===== src/rtl/core/rsl_pkg.sv =====
package rsl_pkg;

	localparam logic [7:0] CH_NUL    = 8'h00;
	localparam logic [7:0] CH_TAB    = 8'h09;
	localparam logic [7:0] CH_LF     = 8'h0a;
	localparam logic [7:0] CH_CR     = 8'h0d;
	localparam logic [7:0] CH_SPACE  = 8'h20;
	localparam logic [7:0] CH_QUOTE  = 8'h22;
	localparam logic [7:0] CH_LPAREN = 8'h28;
	localparam logic [7:0] CH_RPAREN = 8'h29;
	localparam logic [7:0] CH_EIGHT  = 8'h38;
	localparam logic [7:0] CH_UP_L   = 8'h4c;
	localparam logic [7:0] CH_UP_R   = 8'h52;
	localparam logic [7:0] CH_UP_U   = 8'h55;
	localparam logic [7:0] CH_BSLASH = 8'h5c;
	localparam logic [7:0] CH_LOW_U  = 8'h75;

	localparam int MID_DEPTH = 2;
	localparam int OUT_DEPTH = 2;

	typedef enum logic [3:0] {
		CL_NUL,
		CL_SPACE,
		CL_CTRL_WS,
		CL_L_OR_U,
		CL_LOW_U,
		CL_R,
		CL_EIGHT,
		CL_QUOTE,
		CL_LPAREN,
		CL_RPAREN,
		CL_BSLASH,
		CL_OTHER
	} char_class_t;

	typedef enum logic [3:0] {
		PH_IDLE,
		PH_LEAD,
		PH_AFTER_U,
		PH_WANT_R,
		PH_WANT_QUOTE,
		PH_DELIM,
		PH_BODY,
		PH_CLOSE
	} phase_t;

	typedef enum logic [1:0] {
		V_IDLE   = 2'd0,
		V_SCAN   = 2'd1,
		V_ACCEPT = 2'd2,
		V_REJECT = 2'd3
	} verdict_t;

	typedef struct packed {
		logic [7:0] character;
		logic       start_req;
		logic       raw_allowed;
	} in_item_t;

	typedef struct packed {
		logic [7:0]  character;
		char_class_t cls;
		logic        start_req;
		logic        raw_allowed;
	} mid_item_t;

	typedef struct packed {
		verdict_t   verdict;
		logic       in_token;
		logic [4:0] delimiter_count;
	} out_item_t;

endpackage


===== src/rtl/core/rsl_fifo.sv =====
module rsl_fifo #(
	parameter int WIDTH = 8,
	parameter int DEPTH = 2
) (
	input  logic             clk,
	input  logic             arst_n,
	input  logic             push,
	input  logic [WIDTH-1:0] wdata,
	output logic             full,
	input  logic             pop,
	output logic [WIDTH-1:0] rdata,
	output logic             empty
);

	localparam int PW = (DEPTH > 1) ? $clog2(DEPTH) : 1;
	localparam int CW = $clog2(DEPTH + 1);

	logic [WIDTH-1:0] mem_q [DEPTH];
	logic [PW-1:0]    wr_ptr_q;
	logic [PW-1:0]    rd_ptr_q;
	logic [CW-1:0]    cnt_q;
	logic             do_push;
	logic             do_pop;

	assign full    = (cnt_q == CW'(DEPTH));
	assign empty   = (cnt_q == '0);
	assign do_push = push && !full;
	assign do_pop  = pop && !empty;
	assign rdata   = mem_q[rd_ptr_q];

	always_ff @(posedge clk) begin
		if (do_push) begin
			mem_q[wr_ptr_q] <= wdata;
		end
	end

	always_ff @(posedge clk or negedge arst_n) begin
		if (!arst_n) begin
			wr_ptr_q <= '0;
			rd_ptr_q <= '0;
			cnt_q    <= '0;
		end else begin
			if (do_push) begin
				wr_ptr_q <= (wr_ptr_q == PW'(DEPTH - 1)) ? '0 : wr_ptr_q + 1'b1;
			end
			if (do_pop) begin
				rd_ptr_q <= (rd_ptr_q == PW'(DEPTH - 1)) ? '0 : rd_ptr_q + 1'b1;
			end
			if (do_push && !do_pop) begin
				cnt_q <= cnt_q + 1'b1;
			end else if (do_pop && !do_push) begin
				cnt_q <= cnt_q - 1'b1;
			end
		end
	end

endmodule


===== src/rtl/core/rsl_front.sv =====
module rsl_front (
	input  logic                clk,
	input  logic                arst_n,
	input  logic                push,
	input  rsl_pkg::in_item_t   item,
	output logic                full,
	output logic                mid_push,
	output rsl_pkg::mid_item_t  mid_item,
	input  logic                mid_full
);

	logic               valid_s1;
	rsl_pkg::mid_item_t data_s1;
	rsl_pkg::char_class_t cls;
	logic               advance;

	assign advance  = !valid_s1 || !mid_full;
	assign full     = !advance;
	assign mid_push = valid_s1;
	assign mid_item = data_s1;

	always_comb begin
		unique case (item.character)
			rsl_pkg::CH_NUL:    cls = rsl_pkg::CL_NUL;
			rsl_pkg::CH_SPACE:  cls = rsl_pkg::CL_SPACE;
			rsl_pkg::CH_TAB,
			rsl_pkg::CH_LF,
			rsl_pkg::CH_CR:     cls = rsl_pkg::CL_CTRL_WS;
			rsl_pkg::CH_UP_L,
			rsl_pkg::CH_UP_U:   cls = rsl_pkg::CL_L_OR_U;
			rsl_pkg::CH_LOW_U:  cls = rsl_pkg::CL_LOW_U;
			rsl_pkg::CH_UP_R:   cls = rsl_pkg::CL_R;
			rsl_pkg::CH_EIGHT:  cls = rsl_pkg::CL_EIGHT;
			rsl_pkg::CH_QUOTE:  cls = rsl_pkg::CL_QUOTE;
			rsl_pkg::CH_LPAREN: cls = rsl_pkg::CL_LPAREN;
			rsl_pkg::CH_RPAREN: cls = rsl_pkg::CL_RPAREN;
			rsl_pkg::CH_BSLASH: cls = rsl_pkg::CL_BSLASH;
			default:            cls = rsl_pkg::CL_OTHER;
		endcase
	end

	always_ff @(posedge clk) begin
		if (push && advance) begin
			data_s1.character   <= item.character;
			data_s1.cls         <= cls;
			data_s1.start_req   <= item.start_req;
			data_s1.raw_allowed <= item.raw_allowed;
		end
	end

	always_ff @(posedge clk or negedge arst_n) begin
		if (!arst_n) begin
			valid_s1 <= 1'b0;
		end else if (advance) begin
			valid_s1 <= push;
		end
	end

endmodule


===== src/rtl/core/rsl_back.sv =====
module rsl_back #(
	parameter int MAX_DELIM = 16
) (
	input  logic               clk,
	input  logic               arst_n,
	input  logic               mid_empty,
	input  rsl_pkg::mid_item_t mid_item,
	output logic               mid_pop,
	input  logic               out_full,
	output logic               out_push,
	output rsl_pkg::out_item_t out_item
);

	localparam int LW = $clog2(MAX_DELIM + 1);
	localparam int IW = (MAX_DELIM > 1) ? $clog2(MAX_DELIM) : 1;

	rsl_pkg::phase_t phase_q;
	rsl_pkg::phase_t ph;
	rsl_pkg::phase_t phase_n;
	logic [LW-1:0]   len_q;
	logic [LW-1:0]   len_cur;
	logic [LW-1:0]   len_n;
	logic [LW-1:0]   mpos_q;
	logic [LW-1:0]   mpos_cur;
	logic [LW-1:0]   mpos_n;
	logic [7:0]      dstore_q [MAX_DELIM];
	logic [7:0]      rd_q;
	logic [IW-1:0]   rd_addr;
	logic            step;
	logic            wr_en;
	rsl_pkg::verdict_t verdict;
	logic            took;

	assign step    = !mid_empty && !out_full;
	assign mid_pop = step;
	assign out_push = step;

	assign ph       = mid_item.start_req ?
		(mid_item.raw_allowed ? rsl_pkg::PH_LEAD : rsl_pkg::PH_IDLE) : phase_q;
	assign len_cur  = mid_item.start_req ? '0 : len_q;
	assign mpos_cur = mid_item.start_req ? '0 : mpos_q;

	always_comb begin
		phase_n = ph;
		len_n   = len_cur;
		mpos_n  = mpos_cur;
		verdict = rsl_pkg::V_SCAN;
		took    = 1'b0;
		wr_en   = 1'b0;
		if (mid_item.start_req && !mid_item.raw_allowed) begin
			verdict = rsl_pkg::V_REJECT;
		end else begin
			unique case (ph)
				rsl_pkg::PH_IDLE: begin
					verdict = rsl_pkg::V_IDLE;
				end
				rsl_pkg::PH_LEAD: begin
					unique case (mid_item.cls)
						rsl_pkg::CL_SPACE, rsl_pkg::CL_CTRL_WS: begin
							took = 1'b0;
						end
						rsl_pkg::CL_L_OR_U: begin
							took    = 1'b1;
							phase_n = rsl_pkg::PH_WANT_R;
						end
						rsl_pkg::CL_LOW_U: begin
							took    = 1'b1;
							phase_n = rsl_pkg::PH_AFTER_U;
						end
						rsl_pkg::CL_R: begin
							took    = 1'b1;
							phase_n = rsl_pkg::PH_WANT_QUOTE;
						end
						default: begin
							verdict = rsl_pkg::V_REJECT;
							phase_n = rsl_pkg::PH_IDLE;
						end
					endcase
				end
				rsl_pkg::PH_AFTER_U: begin
					if (mid_item.cls == rsl_pkg::CL_EIGHT) begin
						took    = 1'b1;
						phase_n = rsl_pkg::PH_WANT_R;
					end else if (mid_item.cls == rsl_pkg::CL_R) begin
						took    = 1'b1;
						phase_n = rsl_pkg::PH_WANT_QUOTE;
					end else begin
						verdict = rsl_pkg::V_REJECT;
						phase_n = rsl_pkg::PH_IDLE;
					end
				end
				rsl_pkg::PH_WANT_R: begin
					if (mid_item.cls == rsl_pkg::CL_R) begin
						took    = 1'b1;
						phase_n = rsl_pkg::PH_WANT_QUOTE;
					end else begin
						verdict = rsl_pkg::V_REJECT;
						phase_n = rsl_pkg::PH_IDLE;
					end
				end
				rsl_pkg::PH_WANT_QUOTE: begin
					if (mid_item.cls == rsl_pkg::CL_QUOTE) begin
						took    = 1'b1;
						len_n   = '0;
						phase_n = rsl_pkg::PH_DELIM;
					end else begin
						verdict = rsl_pkg::V_REJECT;
						phase_n = rsl_pkg::PH_IDLE;
					end
				end
				rsl_pkg::PH_DELIM: begin
					if (mid_item.cls == rsl_pkg::CL_LPAREN) begin
						took    = 1'b1;
						phase_n = rsl_pkg::PH_BODY;
					end else if (mid_item.cls == rsl_pkg::CL_NUL ||
						mid_item.cls == rsl_pkg::CL_SPACE ||
						mid_item.cls == rsl_pkg::CL_BSLASH ||
						mid_item.cls == rsl_pkg::CL_RPAREN ||
						mid_item.cls == rsl_pkg::CL_QUOTE ||
						len_cur >= LW'(MAX_DELIM)) begin
						verdict = rsl_pkg::V_REJECT;
						phase_n = rsl_pkg::PH_IDLE;
					end else begin
						took  = 1'b1;
						wr_en = 1'b1;
						len_n = len_cur + 1'b1;
					end
				end
				rsl_pkg::PH_BODY, rsl_pkg::PH_CLOSE: begin
					if (ph == rsl_pkg::PH_CLOSE && mpos_cur < len_cur &&
						mid_item.character == rd_q) begin
						took   = 1'b1;
						mpos_n = mpos_cur + 1'b1;
					end else if (ph == rsl_pkg::PH_CLOSE && mpos_cur == len_cur &&
						mid_item.cls == rsl_pkg::CL_QUOTE) begin
						took    = 1'b1;
						verdict = rsl_pkg::V_ACCEPT;
						phase_n = rsl_pkg::PH_IDLE;
					end else if (mid_item.cls == rsl_pkg::CL_NUL) begin
						verdict = rsl_pkg::V_REJECT;
						phase_n = rsl_pkg::PH_IDLE;
					end else if (mid_item.cls == rsl_pkg::CL_RPAREN) begin
						took    = 1'b1;
						mpos_n  = '0;
						phase_n = rsl_pkg::PH_CLOSE;
					end else begin
						took    = 1'b1;
						phase_n = rsl_pkg::PH_BODY;
					end
				end
				default: begin
					verdict = rsl_pkg::V_IDLE;
					phase_n = rsl_pkg::PH_IDLE;
				end
			endcase
		end
	end

	always_comb begin
		out_item.verdict         = verdict;
		out_item.in_token        = took;
		out_item.delimiter_count = (verdict == rsl_pkg::V_IDLE) ? 5'd0 : 5'(len_n);
	end

	// prefetch the delimiter byte that the next step compares against
	assign rd_addr = step ? IW'(mpos_n) : IW'(mpos_q);

	always_ff @(posedge clk) begin
		if (step && wr_en) begin
			dstore_q[IW'(len_cur)] <= mid_item.character;
		end
		rd_q <= dstore_q[rd_addr];
	end

	always_ff @(posedge clk or negedge arst_n) begin
		if (!arst_n) begin
			phase_q <= rsl_pkg::PH_IDLE;
			len_q   <= '0;
			mpos_q  <= '0;
		end else if (step) begin
			phase_q <= phase_n;
			len_q   <= len_n;
			mpos_q  <= mpos_n;
		end
	end

endmodule


===== src/rtl/core/raw_string_literal_scanner.sv =====
// one result per character; the result of an item passes through the classify
// register and the request queue, then the scan step writes it into the result
// queue, from which it shows on the result ports
// throughput is one character per cycle while the result queue is not full
// reset clears the phase, delimiter length, match position and both queues
// the delimiter storage is not cleared; only written bytes are compared
module raw_string_literal_scanner #(
	parameter int MAX_DELIM = 16
) (
	input  logic               clk,
	input  logic               arst_n,
	input  logic               push,
	output logic               full,
	input  rsl_pkg::in_item_t  item,
	output logic               empty,
	input  logic               pop,
	output rsl_pkg::out_item_t result
);

	rsl_pkg::mid_item_t front_item;
	rsl_pkg::mid_item_t back_item;
	rsl_pkg::out_item_t back_result;
	logic               front_push;
	logic               mid_full;
	logic               mid_empty;
	logic               mid_pop;
	logic               out_push;
	logic               out_full;

	rsl_front u_front (
		.clk      (clk),
		.arst_n   (arst_n),
		.push     (push),
		.item     (item),
		.full     (full),
		.mid_push (front_push),
		.mid_item (front_item),
		.mid_full (mid_full)
	);

	rsl_fifo #(
		.WIDTH ($bits(rsl_pkg::mid_item_t)),
		.DEPTH (rsl_pkg::MID_DEPTH)
	) u_mid_fifo (
		.clk    (clk),
		.arst_n (arst_n),
		.push   (front_push),
		.wdata  (front_item),
		.full   (mid_full),
		.pop    (mid_pop),
		.rdata  (back_item),
		.empty  (mid_empty)
	);

	rsl_back #(
		.MAX_DELIM (MAX_DELIM)
	) u_back (
		.clk       (clk),
		.arst_n    (arst_n),
		.mid_empty (mid_empty),
		.mid_item  (back_item),
		.mid_pop   (mid_pop),
		.out_full  (out_full),
		.out_push  (out_push),
		.out_item  (back_result)
	);

	rsl_fifo #(
		.WIDTH ($bits(rsl_pkg::out_item_t)),
		.DEPTH (rsl_pkg::OUT_DEPTH)
	) u_out_fifo (
		.clk    (clk),
		.arst_n (arst_n),
		.push   (out_push),
		.wdata  (back_result),
		.full   (out_full),
		.pop    (pop),
		.rdata  (result),
		.empty  (empty)
	);

endmodule

===== config.mk =====
export PLATFORM = sky130hd
export DESIGN_NAME = raw_string_literal_scanner
export DESIGN_NICKNAME = d
export VERILOG_FILES = /design/src/rtl/core/rsl_pkg.sv /design/src/rtl/core/rsl_fifo.sv /design/src/rtl/core/rsl_front.sv /design/src/rtl/core/rsl_back.sv /design/src/rtl/core/raw_string_literal_scanner.sv
export SDC_FILE = /design/constraint.sdc
export NUM_CORES = 1
export LEC_CHECK = 0
export BUFFER_PORTS_ARGS = -buffer_cell sky130_fd_sc_hd__clkbuf_2
export CORE_ASPECT_RATIO = 0.6
export CORE_MARGIN = 2
export CORE_UTILIZATION = 65
export DETAILED_ROUTE_END_ITERATION = 8
export GPL_ROUTABILITY_DRIVEN = 1
export MAX_ROUTING_LAYER = met4
export PLACE_DENSITY = 0.84
export SETUP_SLACK_MARGIN = 0.2
export SYNTH_ARGS = -nofsm -noshare
export SYNTH_HDL_FRONTEND = slang
export SYNTH_SLANG_ARGS = --single-unit

===== constraint.sdc =====
create_clock -name clk -period 7.7 [get_ports clk]
set_input_delay 0.77 -clock clk [delete_from_list [all_inputs] [get_ports clk]]
set_output_delay 0.77 -clock clk [all_outputs]
set_load 0.01 [all_outputs]

# After elaboration in Yosys (flattened, before gate mapping)
# Memory sizes are Yosys's and may differ from the RTL's. A register that Yosys moved wholly into a read port is not among the register bits.
# Index checks and enable logic that the tools add are counted.
# W data, S select, Z words.
[classes] n_addsub=10 magnitude_cmp=2 n_eq_ne=34 n_mux=69 n_reduce_logical=47
[op_table] operator="$mux W5" count=13
[op_table] operator="$pmux W4 S11" count=1
[op_table] operator="$eq A8 B6 Y1 const B" count=5
[op_table] operator="$eq A8 B7 Y1 const B" count=5
[op_table] operator="$mux W4" count=9
[op_table] operator="$eq A4 B3 Y1 const B" count=8
[op_table] operator="$mux W2" count=14
[op_table] operator="$pmux W4 S7" count=1
[op_table] operator="$mux W1" count=25
[op_table] operator="$eq A8 B4 Y1 const B" count=3
[op_table] operator="$eq A4 B2 Y1 const B" count=4
[op_table] operator="$logic_and A1 B1 Y1" count=16
[op_table] operator="$pmux W4 S4" count=1
[op_table] operator="$eq A4 B4 Y1 const B" count=3
[op_table] operator="$pmux W2 S6" count=1
[op_table] operator="$logic_not A1 Y1" count=11
[op_table] operator="$add A5 B1 Y5 const B" count=2
[op_table] operator="$pmux W5 S2" count=1
[op_table] operator="$eq A4 B1 Y1 const B" count=2
[op_table] operator="$eq A8 B8 Y1" count=1
[op_table] operator="$logic_not A4 Y1" count=2
[op_table] operator="$logic_not A8 Y1" count=1
[op_table] operator="$logic_not A2 Y1" count=3
[op_table] operator="$logic_or A1 B1 Y1" count=6
[op_table] operator="13 further kinds" count=24
[word_totals] reg_bits=37 ram_bits=172 input_bits=14 out_inout_bits=10 elab_cells=179 mem_count=3
[memory_table] memory="u_back.dstore_q" words=16 word_bits=8 rd=1 rd_ports_with_merged_regs=1 write_ports=1 line_no="rsl_back.sv:26" source="logic [7:0] dstore_q [MAX_DELIM];"
[memory_table] memory="u_mid_fifo.mem_q" words=2 word_bits=14 rd=1 rd_ports_with_merged_regs=0 write_ports=1 line_no="rsl_fifo.sv:18" source="logic [WIDTH-1:0] mem_q [DEPTH];"
[memory_table] memory="u_out_fifo.mem_q" words=2 word_bits=8 rd=1 rd_ports_with_merged_regs=0 write_ports=1 line_no="rsl_fifo.sv:18"

# Longest topological paths before layout
# An unclocked memory read counts as a cell.
[depth] ltp_word=14 ltp_mapped=18

# By module
# Synthesis repeated with hierarchy kept, for this count alone.
[hier_totals] cells_unflattened=693 area_unflattened_um2=9710.6
[by_module_without_submodules] module="rsl_back" n_inst=1 cells_per_inst=530 area_each_um2=6969.2
[by_module_without_submodules] module="rsl_fifo (u_mid_fifo)" n_inst=1 cells_per_inst=63 area_each_um2=1260.0
[by_module_without_submodules] module="rsl_fifo (u_out_fifo)" n_inst=1 cells_per_inst=44 area_each_um2=774.5
[by_module_without_submodules] module="rsl_front" n_inst=1 cells_per_inst=56 area_each_um2=706.9

# Worst setup path before layout
# Ideal clock, no wire load.
[synth_timing] path_kind="reg-to-reg" start="register u_mid_fifo.rd_ptr_q" end="register u_back.rd_q[6] (read register of u_back.dstore_q)" arrival_time_ns=3.582 t_required_ns=7.578 setup_slack_ns=3.996 path_stages_with_launch=17 synth_period_minus_slack_ns=3.704 path_cell_list="dfrtp_1 > buf_6 > mux2i_1 > buf_2 > buf_1 > and2_1 > ha_1 > nand2_1 > nor2_1 > a211oi_1 > and4_1 > buf_4 > nor2_1 > o22ai_4 > mux4_2 > a22o_1 > a221o_1"
[synth_between] elab_chain_len=11
[synth_rtl] item="start: declaration" line_no="rsl_fifo.sv:20" source="logic [PW-1:0] rd_ptr_q;"
[synth_rtl] item="start signal: assignment" line_no="rsl_fifo.sv:47" source="rd_ptr_q <= (rd_ptr_q == PW'(DEPTH - 1)) ? '0 : rd_ptr_q + 1'b1;"
[synth_rtl] item="$mem_v2 Z2 W14 *"
[synth_rtl] item="$mux W1" line_no="rsl_back.sv:39" source="(mid_item.raw_allowed ? rsl_pkg::PH_LEAD : rsl_pkg::PH_IDLE) : phase_q;"
[synth_rtl] item="$mux W4" line_no="rsl_back.sv:38" source="assign ph = mid_item.start_req ?"
[synth_rtl] item="$eq A4 B3 Y1" line_no="rsl_back.sv:53, rsl_back.sv:130, rsl_back.sv:134"
[synth_rtl] item="$logic_and A1 B1 Y1 (2 in series)" line_no="rsl_back.sv:134" source="end else if (ph == rsl_pkg::PH_CLOSE && mpos_cur == len_cur &&"
[synth_rtl] item="$mux W5" line_no="rsl_back.sv:134"
[synth_rtl] item="$mux W5" line_no="rsl_back.sv:130" source="if (ph == rsl_pkg::PH_CLOSE && mpos_cur < len_cur &&"
[synth_rtl] item="$mux W5" line_no="rsl_back.sv:53" source="unique case (ph)"
[synth_rtl] item="$mux W5 *" line_no="rsl_back.sv:50" source="if (mid_item.start_req && !mid_item.raw_allowed) begin"
[synth_rtl] item="$mux W4 *" line_no="rsl_back.sv:166" source="assign rd_addr = step ? IW'(mpos_n) : IW'(mpos_q);"
[synth_rtl] item="end: declaration" line_no="rsl_back.sv:27" source="logic [7:0] rd_q;"
# Mark *: on every way between the ends. The rest lies on a longest branch, timed or not.
# A chain may end at the register's enable or synchronous reset.

# Worst setup path after layout
# Same ends and word-level chain as after synthesis.

==> summary.txt <==
Power
  – Power share of the clock group: roughly 28%
  – Leakage power: about 3.5 nW
  – Gate power share: 23.0%
  – Switching part of the total: a little under a third
  – Net Switching: 0.989 mW
  – Tot Pwr: 3.29 mW
  – P_int: 2.30 mW
  – Pwr/cell area: 321 mW/mm2
  – Worst IR Drop VDD: 176 uV
  – Seq pwr share: 48.6%

Run status
  – Status: finished clean

Logic synthesis
  – Sequential area share after synthesis: 67.6%
  – Synth top area cells: edfxtp_1, mux4_2, dfrtp_1
  – Commonest cells in the netlist: edfxtp_1, nand2_1, nor2_1
  – Gate Count Post-Synth: 621
  – Async set-reset flop share out of synthesis: a little over a tenth
  – Top FF cell, synth: edfxtp_1
  – Yosys reg bits: 217
  – Dominant cell type by area after synthesis: edfxtp_1
  – Synth warn: 0
  – Synth cell types: 68
  – Syn nets: 645
  – Number of synthesized flops with an enable pin: 186
  – Yosys top cell area share: 59.8%
  – Mapped Area: 0.00935 mm2
  – Top-count cell post-synth: edfxtp_1
  – Syn_area_per_cell: approximately 15 um2

Global route
  – Tot GR Track Use: 27.5%
  – Vias in the first global route: around 5500
  – Pin count of the biggest net entering global routing: 34
  – Grt total ovfl: 0
  – First-pass GRT wire length: 31200 um
  – Initial antenna violation count: 1

Cells and area
  – Core Util, Final: between 70 and 80%
  – Number of fill cells: 827
  – Reg area: 0.00632 mm2
  – Area growth, synth to finish: 9.61%
  – Final net count: around 670
  – Multi-input logic area: 0.00284 mm2
  – Fraction of layout cells with a size suffix above 1: 17.8%

STA
  – Worst slew pin tran: 1.20 ns
  – Final setup fails: 0
  – Peak Freq: roughly 200 MHz
  – Slew HR: 20.0%
  – Layout Skew: 0.00732 ns
  – Slew Limit Fails: 0
  – Setup ws final: 2.65 ns
  – Tmin final: 5.05 ns
  – RSZ-0062 raised after global routing: no
  – Final cycle utilization of the critical path: 65.6%
  – Hold Vio Cnt, Final: 0
  – Setup TNS: 0 ns

Clock network
  – Post-CTS resize count: 0
  – Clock root cell: clkbuf_16
  – H-tree levels: 1
  – Postcts setup bufs: 0
  – Reg clk slew, reported paths: 0.07 ns
  – Worst-Skew Late Latency: between 0.4 and 0.5 ns
  – TritonCTS Buffers: 19
  – CTS sink count: 217
  – Longest Clk Path Bufs: 3
  – CTS tree: built
  – Cts hold-fix bufs: 0

Worst hold path
  – Hold Crit Class: in2async

Flow run
  – Max-cap violations: 0

Floorplan
  – Die ar.: 0.0154 mm2
  – DIE HEIGHT: 96.9 um
  – Initial Utilization: 67.6%
  – Number of I/O pins: 24
  – Die X-Extent: 159 um
  – Rows: 33
  – Core area: 0.0138 mm2

Placed design
  – Place WS: approximately 2.6 ns
  – I/O Buffers: 23
  – Detail Placement HPWL: 13600 um
  – GP Congestion: 0.993

Worst setup path
  – Critical path class: reg2reg
  – Worst endpoint data arrival time: ~5.4 ns
  – CP required: 8.07 ns
  – Worst Setup End Kind: register
  – Startpoint types: register
  – Worst Path Max Fanout: 26

Routing
  – Vias: 5600
  – Routed len/inst: 23.4 um
  – Vias/cell: 6.54
  – Initial drt markers: 682
  – Number of iterations in the first detailed-routing pass: 5
  – Final wirelength: about 20000 um
  – Remaining DRCs: 0
  – Post-route ant nets: 0
-- path summary, 6_finish.rpt --
| check | endpoint | slack (ns) | depth (start not counted) | startpoint |
|---|---|---|---|---|
| hold / removal | u_front.mid_push$_DFFE_PN0N_ | 0.29 | 1 | arst_n |
| setup reg to reg | u_back.rd_q[6]$_DFF_P_ | 2.65 | 13 | u_mid_fifo.rd_ptr_q$_DFFE_PN0P_ |
| min in group clk | u_mid_fifo.mem_q[1][4]$_DFFE_PP_ | 0.44 | 0 | u_front.mid_item[4]$_DFFE_PP_ |
| hold reg to reg | u_mid_fifo.mem_q[1][4]$_DFFE_PP_ | 0.44 | 0 | u_front.mid_item[4]$_DFFE_PP_ |
| setup / recovery | u_back.rd_q[6]$_DFF_P_ | 2.65 | 13 | u_mid_fifo.rd_ptr_q$_DFFE_PN0P_ |
| max in group asynchronous | u_out_fifo.rd_ptr_q$_DFFE_PN0P_ | 6.99 | 1 | arst_n |
-- logic make-up after synthesis --
family,share of synthesized area (%)
compound gates,6.95
xor+xnor,2.06
fa+ha+maj,1.34
buf+inv,2.02
flops,67.6
mux,11.0
simple gates,8.96
-- metrics by stage --
| step | instances | instance area, um2 | hold slack [ns] |
|---|---|---|---|
| 2_1_floorplan | 621 | 9350 | 0.421 |
| 3_3_place_gp | 821 | 9630 | 0.425 |
| 3_5_place_dp | 821 | 9630 | 0.431 |
| 4_1_cts | 855 | 10200 | 0.300 |
| 5_1_grt | 856 | 10200 | 0.324 |
| 6_report | 856 | 10200 | 0.293 |
-- placed cells by master, fill, tap and decap left out, types with 4 or more instances in the layout --
| cell type | instances |
|---|---|
| mux4_2 | 31 |
| a22oi_1 | 16 |
| mux2_2 | 18 |
| and2_1 | 10 |
| nor3_1 | 11 |
| dfxtp_1 | 8 |
| a21oi_1 | 8 |
| ha_1 | 10 |
| buf_4 | 7 |
| xnor2_1 | 9 |
| o21ai_1 | 7 |
| nand2b_1 | 6 |
| mux2i_1 | 8 |
| nand2_1 | 57 |
| a31oi_1 | 9 |
| nand3_1 | 11 |
| nor2_1 | 57 |
| xor2_1 | 13 |
| o21ai_0 | 15 |
| o22ai_1 | 5 |
| edfxtp_1 | 186 |
| or3_1 | 5 |
| inv_1 | 15 |
| clkinv_1 | 5 |
| clkbuf_8 | 4 |
| nor2b_1 | 5 |
| a211oi_1 | 4 |
| dfrtp_1 | 23 |
| clkbuf_2 | 23 |
| clkbuf_16 | 19 |
-- cell type report --
| class | count | area share [%] |
|---|---|---|
| well taps | 192 | 2.34 |
| repair buffers | 30 | 1.64 |
| inverters | 18 | 0.660 |
| clock buffers | 25 | 5.25 |
| diodes | 1 | 0.0244 |
| flip-flops and latches | 217 | 61.7 |
| clock inverters | 9 | 0.696 |
| multi-input cells | 364 | 27.7 |
-- power groups by stage --
| stage | Sequential (mW) | Combinational [mW] | Clock, mW |
|---|---|---|---|
| 3_5_place_dp | 1.63 | 0.752 | 0 |
| 5_1_grt | 1.62 | 0.830 | 0.987 |
| 3_3_place_gp | 1.61 | 0.717 | 0 |
| 6_report | 1.60 | 0.758 | 0.933 |
| 2_1_floorplan | 1.59 | 0.526 | 0 |
| 4_1_cts | 1.60 | 0.755 | 0.937 |
-- layer usage --
layer	part of all wire, %	track usage [%]	vias to the layer above
met5	0	-	-
met4	1.5	4.87	0
met3	11	8.96	34
met2	43	38.7	312
met1	44	40.3	2798
li1	-	-	2456
-- registers in the layout, indices dropped and copies added, names as in the netlist --
| name | flops |
|---|---|
| u_back.dstore_q | 128 |
| u_mid_fifo.mem_q | 28 |
| u_out_fifo.mem_q | 16 |
| u_front.mid_item | 14 |
| u_back.rd_q | 8 |
| u_back.len_q | 5 |
| u_back.mpos_q | 5 |
| u_back.phase_q | 4 |
| u_mid_fifo.cnt_q | 2 |
| u_out_fifo.cnt_q | 2 |
| u_front.mid_push | 1 |
| u_mid_fifo.rd_ptr_q | 1 |
| u_mid_fifo.wr_ptr_q | 1 |
| u_out_fifo.rd_ptr_q | 1 |
| u_out_fifo.wr_ptr_q | 1 |
-- worst max-delay path: stages, from the launching register on --
cell and delay [ns]:
dfrtp_1 0.32, buf_4 0.31, mux2i_1 0.23, buf_4 0.27, nand2_1 0.21, ha_1 0.27, a22o_1 0.20, a2111oi_2 0.34
and4_1 0.50, nor2_1 0.17, o22ai_4 0.78, buf_4 0.42, mux4_2 0.54, a221o_1 0.36
No activity file was read; power rests on OpenSTA's default activity.
